## src/rtl/gwm_pkg.sv

```systemverilog
// ----------------------------------------------------------------------------
// Glob wildcard matcher package
// Shared constants, command codes and handshake structures.
// ----------------------------------------------------------------------------
`default_nettype none

package gwm_pkg;

	localparam int PATTERN_CAPACITY = 32;
	localparam int LEN_W = $clog2(PATTERN_CAPACITY + 1);

	localparam logic [7:0] ANY_ONE = 8'h3F;
	localparam logic [7:0] ANY_RUN = 8'h2A;

	typedef enum logic [1:0] {
		CMD_CLEAR   = 2'd0,
		CMD_APPEND  = 2'd1,
		CMD_SUBJECT = 2'd2,
		CMD_END     = 2'd3
	} gwm_cmd_t;

	typedef struct packed {
		logic       accept;
		gwm_cmd_t   cmd;
		logic [7:0] ch;
	} gwm_ctrl_t;

	typedef struct packed {
		logic matched;
		logic overflow;
	} gwm_result_t;

endpackage

`default_nettype wire

```

## src/rtl/gwm_cell.sv

```systemverilog
// ----------------------------------------------------------------------------
// Glob wildcard matcher cell
// Holds one pattern byte and the active bit of its pattern position.
// ----------------------------------------------------------------------------
`default_nettype none

module gwm_cell (
	input  wire logic              clk,
	input  wire logic              arst_n,
	input  wire gwm_pkg::gwm_ctrl_t ctrl,
	input  wire logic              first,
	input  wire logic              wr_en,
	input  wire logic              fwd_in,
	input  wire logic              carry_in,
	output logic                   fwd_out,
	output logic                   carry_out,
	output logic                   active,
	output logic                   valid
);

	logic [7:0] byte_q;
	logic       valid_q;
	logic       active_q;
	logic [7:0] byte_nx;
	logic       valid_nx;
	logic       star_cur;
	logic       star_nx;
	logic       raw;
	logic       closed;

	always_comb begin
		byte_nx  = wr_en ? ctrl.ch : byte_q;
		valid_nx = valid_q;
		if (ctrl.accept && ctrl.cmd == gwm_pkg::CMD_CLEAR) begin
			valid_nx = 1'b0;
		end else if (wr_en) begin
			valid_nx = 1'b1;
		end
		star_cur = valid_q && (byte_q == gwm_pkg::ANY_RUN);
		star_nx  = valid_nx && (byte_nx == gwm_pkg::ANY_RUN);
		raw      = first;
		if (ctrl.accept && ctrl.cmd == gwm_pkg::CMD_SUBJECT) begin
			raw = fwd_in | (active_q & star_cur);
		end
		closed    = raw | carry_in;
		carry_out = closed & star_nx;
		fwd_out   = active_q & valid_q & ~star_cur &
			((byte_q == gwm_pkg::ANY_ONE) || (byte_q == ctrl.ch));
	end

	always_ff @(posedge clk or negedge arst_n) begin
		if (!arst_n) begin
			valid_q  <= 1'b0;
			active_q <= first;
		end else if (ctrl.accept) begin
			valid_q  <= valid_nx;
			active_q <= closed;
		end
	end

	always_ff @(posedge clk) begin
		if (wr_en) begin
			byte_q <= ctrl.ch;
		end
	end

	assign active = active_q;
	assign valid  = valid_q;

endmodule

`default_nettype wire

```

## src/rtl/gwm_out_buf.sv

```systemverilog
// ----------------------------------------------------------------------------
// Glob wildcard matcher result buffer
// Two-entry queue that holds results until the output transfer completes.
// ----------------------------------------------------------------------------
`default_nettype none

module gwm_out_buf (
	input  wire logic                clk,
	input  wire logic                arst_n,
	input  wire logic                push,
	input  wire gwm_pkg::gwm_result_t d,
	output logic                     full,
	output logic                     out_valid,
	input  wire logic                out_ready,
	output gwm_pkg::gwm_result_t     q
);

	gwm_pkg::gwm_result_t head_q;
	gwm_pkg::gwm_result_t tail_q;
	logic [1:0]           count_q;
	logic                 pop;

	assign pop       = (count_q != 2'd0) && out_ready;
	assign full      = (count_q == 2'd2);
	assign out_valid = (count_q != 2'd0);
	assign q         = head_q;

	always_ff @(posedge clk or negedge arst_n) begin
		if (!arst_n) begin
			count_q <= 2'd0;
		end else if (push && !pop) begin
			count_q <= count_q + 2'd1;
		end else if (pop && !push) begin
			count_q <= count_q - 2'd1;
		end
	end

	always_ff @(posedge clk) begin
		if (push && !pop) begin
			if (count_q == 2'd0) begin
				head_q <= d;
			end else begin
				tail_q <= d;
			end
		end else if (push && pop) begin
			if (count_q == 2'd1) begin
				head_q <= d;
			end else begin
				head_q <= tail_q;
				tail_q <= d;
			end
		end else if (pop) begin
			head_q <= tail_q;
		end
	end

	a_count_range: assert property (@(posedge clk) disable iff (!arst_n)
		count_q != 2'd3)
		else $error("result buffer count out of range");

	a_no_push_full: assert property (@(posedge clk) disable iff (!arst_n)
		full && !pop |-> !push)
		else $error("result pushed into full buffer");

	a_pop_drains: assert property (@(posedge clk) disable iff (!arst_n)
		count_q == 2'd1 && pop && !push |=> !out_valid)
		else $error("buffer did not drain");

endmodule

`default_nettype wire

```

## src/rtl/glob_wildcard_matcher.sv

```systemverilog
// A result enters the output buffer register when its end-of-subject command is accepted.
// Throughput: one item per cycle; the row of pattern cells updates the whole active set at once.
// Input stalls only when two results wait in the output buffer.
// Reset empties the pattern, clears the overflow flag and leaves only position zero active.
// ----------------------------------------------------------------------------
// Glob wildcard matcher
// Streams subject bytes through a row of pattern cells that track active positions.
// ----------------------------------------------------------------------------
`default_nettype none

module glob_wildcard_matcher (
	input  wire logic       clk,
	input  wire logic       arst_n,
	input  wire logic       in_valid,
	output logic            in_ready,
	input  wire logic [1:0] command,
	input  wire logic [7:0] char_value,
	output logic            out_valid,
	input  wire logic       out_ready,
	output logic            matched,
	output logic            pattern_overflow
);

	localparam int CAP = gwm_pkg::PATTERN_CAPACITY;
	localparam int LW  = gwm_pkg::LEN_W;

	gwm_pkg::gwm_ctrl_t   ctrl;
	gwm_pkg::gwm_result_t res;
	gwm_pkg::gwm_result_t res_out;
	logic                 full;
	logic [LW-1:0]        len_q;
	logic                 overflow_q;
	logic                 end_q;
	logic                 end_closed;
	logic [CAP-1:0]       fwd;
	logic [CAP-1:0]       carry;
	logic [CAP-1:0]       act;
	logic [CAP-1:0]       vld;
	logic [CAP-1:0]       wr_en;
	logic [CAP:0]         active_vec;
	logic                 push;

	assign in_ready    = !full;
	assign ctrl.accept = in_valid && in_ready;
	assign ctrl.cmd    = gwm_pkg::gwm_cmd_t'(command);
	assign ctrl.ch     = char_value;

	for (genvar i = 0; i < CAP; i++) begin : g_cell
		logic fwd_in;
		logic carry_in;
		if (i == 0) begin : g_head
			assign fwd_in   = 1'b0;
			assign carry_in = 1'b0;
		end else begin : g_body
			assign fwd_in   = fwd[i-1];
			assign carry_in = carry[i-1];
		end
		assign wr_en[i] = ctrl.accept && (ctrl.cmd == gwm_pkg::CMD_APPEND) &&
			(len_q == LW'(i));
		gwm_cell u_cell (
			.clk      (clk),
			.arst_n   (arst_n),
			.ctrl     (ctrl),
			.first    ((i == 0) ? 1'b1 : 1'b0),
			.wr_en    (wr_en[i]),
			.fwd_in   (fwd_in),
			.carry_in (carry_in),
			.fwd_out  (fwd[i]),
			.carry_out(carry[i]),
			.active   (act[i]),
			.valid    (vld[i])
		);
	end

	assign end_closed = ((ctrl.cmd == gwm_pkg::CMD_SUBJECT) ? fwd[CAP-1] : 1'b0) |
		carry[CAP-1];
	assign active_vec = {end_q, act};

	always_ff @(posedge clk or negedge arst_n) begin
		if (!arst_n) begin
			len_q      <= '0;
			overflow_q <= 1'b0;
			end_q      <= 1'b0;
		end else if (ctrl.accept) begin
			end_q <= end_closed;
			unique case (ctrl.cmd)
				gwm_pkg::CMD_CLEAR: begin
					len_q      <= '0;
					overflow_q <= 1'b0;
				end
				gwm_pkg::CMD_APPEND: begin
					if (len_q < LW'(CAP)) begin
						len_q <= len_q + LW'(1);
					end else begin
						overflow_q <= 1'b1;
					end
				end
				gwm_pkg::CMD_SUBJECT, gwm_pkg::CMD_END: begin
				end
				default: begin
				end
			endcase
		end
	end

	assign push         = ctrl.accept && (ctrl.cmd == gwm_pkg::CMD_END);
	assign res.matched  = active_vec[len_q];
	assign res.overflow = overflow_q;

	gwm_out_buf u_out_buf (
		.clk      (clk),
		.arst_n   (arst_n),
		.push     (push),
		.d        (res),
		.full     (full),
		.out_valid(out_valid),
		.out_ready(out_ready),
		.q        (res_out)
	);

	assign matched          = res_out.matched;
	assign pattern_overflow = res_out.overflow;

	a_len_range: assert property (@(posedge clk) disable iff (!arst_n)
		len_q <= LW'(CAP))
		else $error("pattern length beyond capacity");

	a_valid_count: assert property (@(posedge clk) disable iff (!arst_n)
		$countones(vld) == int'(len_q))
		else $error("cell valid bits disagree with pattern length");

	a_clear_state: assert property (@(posedge clk) disable iff (!arst_n)
		ctrl.accept && ctrl.cmd == gwm_pkg::CMD_CLEAR |=>
		len_q == '0 && !overflow_q && active_vec == (CAP+1)'(1))
		else $error("clear did not restart the matcher");

	a_end_result: assert property (@(posedge clk) disable iff (!arst_n)
		push |=> out_valid)
		else $error("end of subject gave no result");

endmodule

`default_nettype wire

```

## config.mk

```make
export PLATFORM = sky130hd
export DESIGN_NAME = glob_wildcard_matcher
export DESIGN_NICKNAME = d
export VERILOG_FILES = /design/src/rtl/gwm_pkg.sv /design/src/rtl/gwm_cell.sv /design/src/rtl/gwm_out_buf.sv /design/src/rtl/glob_wildcard_matcher.sv
export SDC_FILE = /design/constraint.sdc
export NUM_CORES = 1
export LEC_CHECK = 0
export BUFFER_PORTS_ARGS = -buffer_cell sky130_fd_sc_hd__buf_4
export CORE_ASPECT_RATIO = 0.6
export CORE_MARGIN = 4
export CORE_UTILIZATION = 59
export DETAILED_ROUTE_END_ITERATION = 16
export PLACE_DENSITY = 0.73
export SYNTH_ARGS = -nofsm -noshare
export SYNTH_HDL_FRONTEND = slang
export SYNTH_SLANG_ARGS = --single-unit
```

## constraint.sdc

```tcl
create_clock -name clk -period 6.5 [get_ports clk]
set_clock_uncertainty 0.1 [all_clocks]
set_input_delay 0.975 -clock clk [delete_from_list [all_inputs] [get_ports clk]]
set_output_delay 0.975 -clock clk [all_outputs]
set_load 0.01 [all_outputs]
```

==> summary.txt, run 1 <==
Pwr
  • PwrDens: about 270 mW/mm^2
  • Leak: 7.724 nW
  • Worst VDD drop: 0.0001913 V

Logic synthesis
  • Post-synth EDFFs: 4
  • FF+latch count, synth: 334
  • Post-synthesis sequential area ratio: 39.17%
  • Cells after synthesis: 1907
  • YS warnings: 0
  • Ys async rst share: 22.16%
  • Post-Synth XOR/XNOR Area: 12.62%
  • Area share of fa/ha/maj cells after synthesis: less than 1%
  • Mux cell area share after synthesis: 15.50%
  • Post-synth cell types: 87
  • Avg Cell Area, Syn: 9.502 um^2
  • Compound-Gate Fraction of Synth Area: under 10%
  • Post-Syn Nets: 1930
  • Main synth FF type: dfxtp_1
  • Synth Area in Simple Gates: between 10% and 20%
  • Cell Area, Synth: between 0.015 and 0.02 mm^2
  • Largest family of logic cells by synthesized area: simple AND/OR/NAND/NOR gates

Clocking
  • CTS clk-pin slew, worst paths: 0.07 ns
  • Clock net sink count: 334
  • Hold_buf cts: 0
  • Setup Fix Bufs, Post-CTS: 0
  • Clk buf depth: 3
  • Clock latency on the worst-skew pair: around 0.6 ns
  • CTS tree: yes
  • H-tree levels: 1
  • # resized after CTS: 0
  • Total CTS buffers: 31
  • Root Driver: clkbuf_16

Global routing
  • Pin count of the biggest net entering global routing: 56
  • Most Crowded Layer GR: met1
  • Met3 usage: approximately 7.4%
  • Met2 Track Usage GR: 42.10%
  • Met1 global-route usage: 46.75%
  • Vias in the first global route: 14142
  • First-pass GRT wire length: 80270 um
  • Grt ovf: 0
  • Gr usage total: 30.05%
  • Initial antenna violation count: 0

STA
  • RSZ-0062 raised after global routing: false
  • Slew HR: 23.30%
  • Post-route minimum period: 4.903 ns
  • Setup-failing EPs final: 0
  • Max Fclk: 204.0 MHz
  • Slew Limit Fails: 0
  • Final Hold Fails: 0
  • Worst slew pin tran: roughly 1.1 ns
  • Final Hold Slack: 0.1790 ns
  • TNS Setup: 0 ns
  • Fin crit share: 75.43%

Worst setup path
  • Critical path startpoint: len_q[0]
  • Setup CP Type: reg2reg
  • Required @ worst endpoint: 6.88 ns
  • CP peak stage delay: 0.64 ns
  • CP cell instances: inv_1 > ha_1 > nand4_2 > mux2_2 > or4b_1 > nor4_4 > a222oi_1 > nor3_1 > nand2_1 > o211ai_2 > a311oi_1 > o31ai_1
  • Crit path capture type: flip-flop
  • Startpoint types: flip-flop
  • Critical path arrival: 5.28 ns
  • Slowest CP cell: or4b_1
  • Reg-to-reg critical path startpoint: len_q[0]
  • Crit Path Max Fanout: 13

Floorplanning
  • I/O pin count: 18
  • Core footprint: 0.03010 mm^2
  • Die H: 143.7 um
  • Placement Rows: 49
  • Die width: 234.2 um
  • Initial Util: 60.19%
  • Die ar.: 0.03367 mm^2

Placed design
  • Half-perimeter wire length after placement: 34880 um
  • PortBufs: 17
  • Gpl congestion: 0.9211

Layout
  • FILL cells: 2451
  • Antenna diodes: 0
  • Final #Nets: ~1900
  • Share of layout cells above drive strength 1: about 18%
  • Commonest non-fill, non-tap cell in the layout: dfxtp_1
  • Commonest non-fill, non-tap cells in the layout: dfxtp_1, mux2_2, xnor2_1
  • Area grow syn2layout: 7.775%

Route
  • Routed Antenna Nets: 0
  • Wirelength, routed: 50300 um
  • DRT Pass-1 Iters: 5
  • DRC: 0
  • DRT iter0 DRCs: 1504
  • Vias per Instance: approximately 6.4
  • Via count: 14774
  • Routed WL per cell: 21.80 um

Status
  • Status: finished, final reports clean

Flow run
  • Max_cap viols: 0

Min path
  • Hold Path Class: in2async
[report_power, final]
part	leakage, nW	internal, mW	switching [mW]
clock	0.489	0.995	0.797
combinational	4.11	0.452	0.520
sequential	3.12	2.29	0.277
total	7.72	3.73	1.59
[cell type report]
cell class	count	area, um^2	share of cell area, %
well taps	408	510.5	2.614
inverters	61	229.0	1.172
repair buffers	53	397.9	2.037
clock inverters	6	33.78	0.1730
flip-flops and latches	334	7098	36.35
multi-input cells	1394	10310	52.78
clock buffers	51	952.2	4.876
[layer usage]
metal | routed length, um | vias to the layer above
met3 | 5853 | 79
li1 | - | 6800
met2 | 20100 | 747
met5 | 0 | -
met1 | 23490 | 7148
met4 | 853 | 0
[through the flow]
stage               cells  utilization (%)  cell area (um^2)  total power, mW  setup WS (ns)
finish               2307            64.87             19530            5.329          1.597
global route         2307            64.87             19530            5.551          1.370
CTS                  2307            64.87             19530            5.333          1.742
detailed placement   2250            61.60             18540            3.559          1.467
global placement     2250            61.60             18540            3.508          1.535
floorplan            1907                -             18120            3.243          2.426
[synth_stat cells (9+ instances only)]
library cell | number | area share, %
nand3_1 | 55 | 1.5
o31ai_1 | 14 | 0.58
or4_1 | 11 | 0.46
or3_1 | 17 | 0.59
clkbuf_1 | 65 | 1.3
nand4_1 | 89 | 3.1
nor3_1 | 43 | 1.2
a31oi_1 | 12 | 0.41
dfrtp_1 | 73 | 10
ha_1 | 9 | 0.62
mux4_2 | 10 | 1.2
nor4b_1 | 13 | 0.63
and3_1 | 15 | 0.52
nand2_1 | 166 | 3.4
nand2b_1 | 12 | 0.41
inv_1 | 61 | 1.3
mux2_2 | 209 | 13
mux2i_1 | 23 | 1.3
dfxtp_1 | 256 | 28
o22ai_1 | 10 | 0.35
and2_1 | 11 | 0.38
xor2_1 | 84 | 4.1
nor2_1 | 86 | 1.8
buf_1 | 15 | 0.31
o21ai_0 | 66 | 1.8
nor4_1 | 39 | 1.3
buf_2 | 37 | 1.0
nor2b_1 | 9 | 0.31
nand4b_1 | 19 | 0.92
a21oi_1 | 69 | 1.9
xnor2_1 | 177 | 8.6
[cells by family after synthesis]
| kind of cell | after synthesis |
|---|---|
| xor gates and xnor gates | 261 |
| adders and majority gates | 9 |
| DFF | 334 |
| AOI/OAI and AO/OA | 245 |
| buffers and inverters | 179 |
| and+or+nand+nor | 637 |
| muxes | 242 |
[critical path: cells and delay by family, from the launching register on]
kind	cells	cell delay, ns
multiplexers	1	0.43
AO/OA/AOI/OAI	4	0.81
flip-flops	1	0.63
AND/OR/NAND/NOR	5	1.99
buffers and inverters	1	0.23
adder cells (fa/ha/maj)	1	0.61
[registers in the layout, summed over array words and instances, names as in the netlist]
name	cells
g_cell.u_cell.byte_q	256
g_cell.u_cell.active	32
g_cell.u_cell.valid	32
len_q	6
u_out_buf.count_q	2
u_out_buf.q	2
u_out_buf.tail_q	2
end_q	1
overflow_q	1
[final timing paths]
check,end,slack [ns],depth (start not counted)
max reg2reg,end_q,1.60,12
max in group asynchronous,g_cell[16].u_cell.valid,5.01,2
max,end_q,1.60,12
min,g_cell[26].u_cell.valid,0.18,1
min reg2reg,u_out_buf.tail_q[0],0.38,0
min in group clk,u_out_buf.tail_q[0],0.38,0
(Power assumes the default switching activity.)
==> run 2: changes to the inputs <==
==> constraint.sdc (replaced) <==
create_clock -name clk -period 4.85 [get_ports clk]
set_clock_uncertainty 0.1 [all_clocks]
set_input_delay 0.7275 -clock clk [delete_from_list [all_inputs] [get_ports clk]]
set_output_delay 0.7275 -clock clk [all_outputs]
set_load 0.01 [all_outputs]
==> run 2 against run 1 <==
  * Design area is 2.0% higher
  * Register-to-register slack worse by 1.2 ns
  * Critical path depth is 1 higher
  * Clock-buffer cell count rose by 3
  * Sequential power grew 32%
  * Critical path type unchanged
  * Highest routed layer is now met5
==> summary.txt, run 2 (same netlist as run 1, synthesis figures left out) <==
Status
  • Status: finished, final reports clean (unchanged)

STA
  • Setup ws final: 0.4011 ns (was 1.597 ns)
  • Post-route minimum period: 4.449 ns (was 4.903 ns)
  • TNS Setup: 0 ns (unchanged)
  • Max Fclk: 224.8 MHz (was 204.0 MHz)
  • Fin crit share: 91.73% (was 75.43%)
  • Setup-failing EPs final: 0 (unchanged)
  • Slew Limit Fails: 0 (unchanged)
  • Slew HR: 19.65% (was 23.30%)
  • Worst slew pin tran: 1.201 ns (was 1.146 ns)
  • Final Hold Fails: 0 (unchanged)
  • RSZ-0062 raised after global routing: false (unchanged)

Layout
  • Final #Nets: 1922 (was 1898)
  • Share of layout cells above drive strength 1: 19.43% (was 18.27%)
  • Max reg flops: 256 (unchanged)
  • Commonest non-fill, non-tap cells in the layout: dfxtp_1, mux2_2, xnor2_1 (unchanged)
  • FILL cells: 2406 (was 2451)
  • Antenna diodes: 0 (unchanged)
  • Commonest non-fill, non-tap cell in the layout: dfxtp_1 (unchanged)
  • Top reg by flops: g_cell.u_cell.byte_q (unchanged)
  • Area grow syn2layout: 9.916% (was 7.775%)

Worst setup path
  • CP cell instances: inv_1 > ha_1 > nor3b_4 > nand4_2 > mux2_2 > or4b_4 > nor4_4 > a222oi_1 > nor3_1 > nand2_1 > o211ai_2 > a311oi_1 > o31ai_1 (was inv_1 > ha_1 > nand4_2 > mux2_2 > or4b_1 > nor4_4 > a222oi_1 > nor3_1 > nand2_1 > o211ai_2 > a311oi_1 > o31ai_1)
  • Family with the most delay on the worst path: simple AND/OR/NAND/NOR gates (unchanged)
  • Flop-to-flop setup slack: 0.40 ns (was 1.60 ns)
  • Required @ worst endpoint: 5.17 ns (was 6.88 ns)
  • WP buf/inv: 1 (unchanged)
  • Crit Path Max Fanout: 10 (was 13)
  • Startpoint types: flip-flop (unchanged)
  • R2R depth: 13 (was 12)
  • Slowest CP cell: or4b_4 (was or4b_1)
  • RR Endpoint: end_q (unchanged)
  • Critical path arrival: 4.77 ns (was 5.28 ns)
  • Setup CP Type: reg2reg (unchanged)
  • Crit path capture type: flip-flop (unchanged)
  • Reg-to-reg critical path startpoint: u_out_buf.count_q[0] (was len_q[0])
  • CP peak stage delay: 0.57 ns (was 0.64 ns)

Route
  • Routed Antenna Nets: 0 (unchanged)
  • DRC: 0 (unchanged)
  • DRT iter0 DRCs: 1382 (was 1504)
  • Wirelength, routed: 50130 um (was 50300 um)
  • Via count: 14782 (was 14774)
  • Routed WL per cell: 21.49 um (was 21.80 um)
  • DRT Pass-1 Iters: 6 (was 5)
  • Vias per Instance: 6.336 (was 6.404)

Clocking
  • Total CTS buffers: 34 (was 31)
  • # resized after CTS: 0 (unchanged)
  • Setup Fix Bufs, Post-CTS: 0 (unchanged)
  • Root Driver: clkbuf_16 (unchanged)
  • Hold_buf cts: 0 (unchanged)
  • CTS clk-pin slew, worst paths: 0.06 ns (was 0.07 ns)
  • Clock net sink count: 334 (unchanged)
  • H-tree levels: 2 (was 1)
  • Clock latency on the worst-skew pair: 0.54 ns (was 0.59 ns)
  • CTS tree: yes (unchanged)
  • Clk buf depth: 3 (unchanged)

Placed design
  • Setup WS pre-CTS: 0.3598 ns (was 1.467 ns)
  • PortBufs: 17 (unchanged)
  • Gpl congestion: 0.9659 (was 0.9211)
  • Half-perimeter wire length after placement: 34320 um (was 34880 um)

Floorplanning
  • Initial Util: 60.19% (unchanged)
  • Die H: 143.7 um (unchanged)
  • Placement Rows: 49 (unchanged)
  • Core footprint: 0.03010 mm^2 (unchanged)
  • Die ar.: 0.03367 mm^2 (unchanged)
  • I/O pin count: 18 (unchanged)
  • Die width: 234.2 um (unchanged)

Pwr
  • Leak: 7.925 nW (was 7.724 nW)
  • Worst VDD drop: 0.0003576 V (was 0.0001913 V)
  • PwrDens: 377.8 mW/mm^2 (was 272.9 mW/mm^2)

Flow run
  • Max_cap viols: 0 (unchanged)

Global routing
  • Vias in the first global route: 14435 (was 14142)
  • Initial antenna violation count: 0 (unchanged)
  • Pin count of the biggest net entering global routing: 75 (was 56)
  • Grt ovf: 0 (unchanged)
  • First-pass GRT wire length: 80070 um (was 80270 um)
  • Gr usage total: 29.96% (was 30.05%)

Min path
  • Hold Path Class: in2async (unchanged)
## run 2: cell count changes in the layout (fill, tap and decap cells not counted), sizes merged
cell    previous run  this run
bufinv             0         2
clkbuf            51        54
buf               53        74
## run 2: metrics by stage
step | cell area [um^2] | hold WS [ns] | utilization [%] | total power [mW] | std cells
after global placement | 18760 | 0.3597 | 62.33 | 4.744 | 2271
after CTS | 19920 | 0.3047 | 66.16 | 7.529 | 2333
final | 19920 | 0.2594 | 66.16 | 7.524 | 2333
after floorplan | 18120 | 0.3319 | - | 4.346 | 1907
after global routing | 19920 | 0.3426 | 66.16 | 7.822 | 2333
after detailed placement | 18760 | 0.3660 | 62.33 | 4.814 | 2271
## run 2: worst max-delay path by stage
stage / startpoint / end / depth (start not counted)
floorplan: len_q[0] / end_q / 14
global placement: char_value[7] / end_q / 12
detailed placement: char_value[7] / end_q / 12
CTS: u_out_buf.count_q[0] / end_q / 13
global route: u_out_buf.count_q[0] / end_q / 13
finish: u_out_buf.count_q[0] / end_q / 13
## run 2: final cells by class
type / count / area [um^2] / share of cell area, %
inverters: 61 / 229.0 / 1.150
repair buffers: 74 / 618.1 / 3.103
clock inverters: 8 / 93.84 / 0.4712
multi-input cells: 1394 / 10310 / 51.75
flip-flops and latches: 334 / 7098 / 35.64
well taps: 408 / 510.5 / 2.563
clock buffers: 54 / 1060 / 5.321
## run 2: layer usage
| metal | track usage, % | wire length [um] |
|---|---|---|
| met2 | 44.43 | 21020 |
| met4 | 6.371 | 824 |
| met1 | 44.27 | 23070 |
| met5 | 1.847 | 91 |
| met3 | 7.448 | 5115 |
## run 2: power breakdown
| part | leakage (nW) | switching (mW) | internal (mW) |
|---|---|---|---|
| clock network | 0.570 | 1.12 | 1.61 |
| registers | 3.12 | 0.335 | 3.07 |
| logic | 4.23 | 0.755 | 0.636 |
| total | 7.93 | 2.21 | 5.32 |
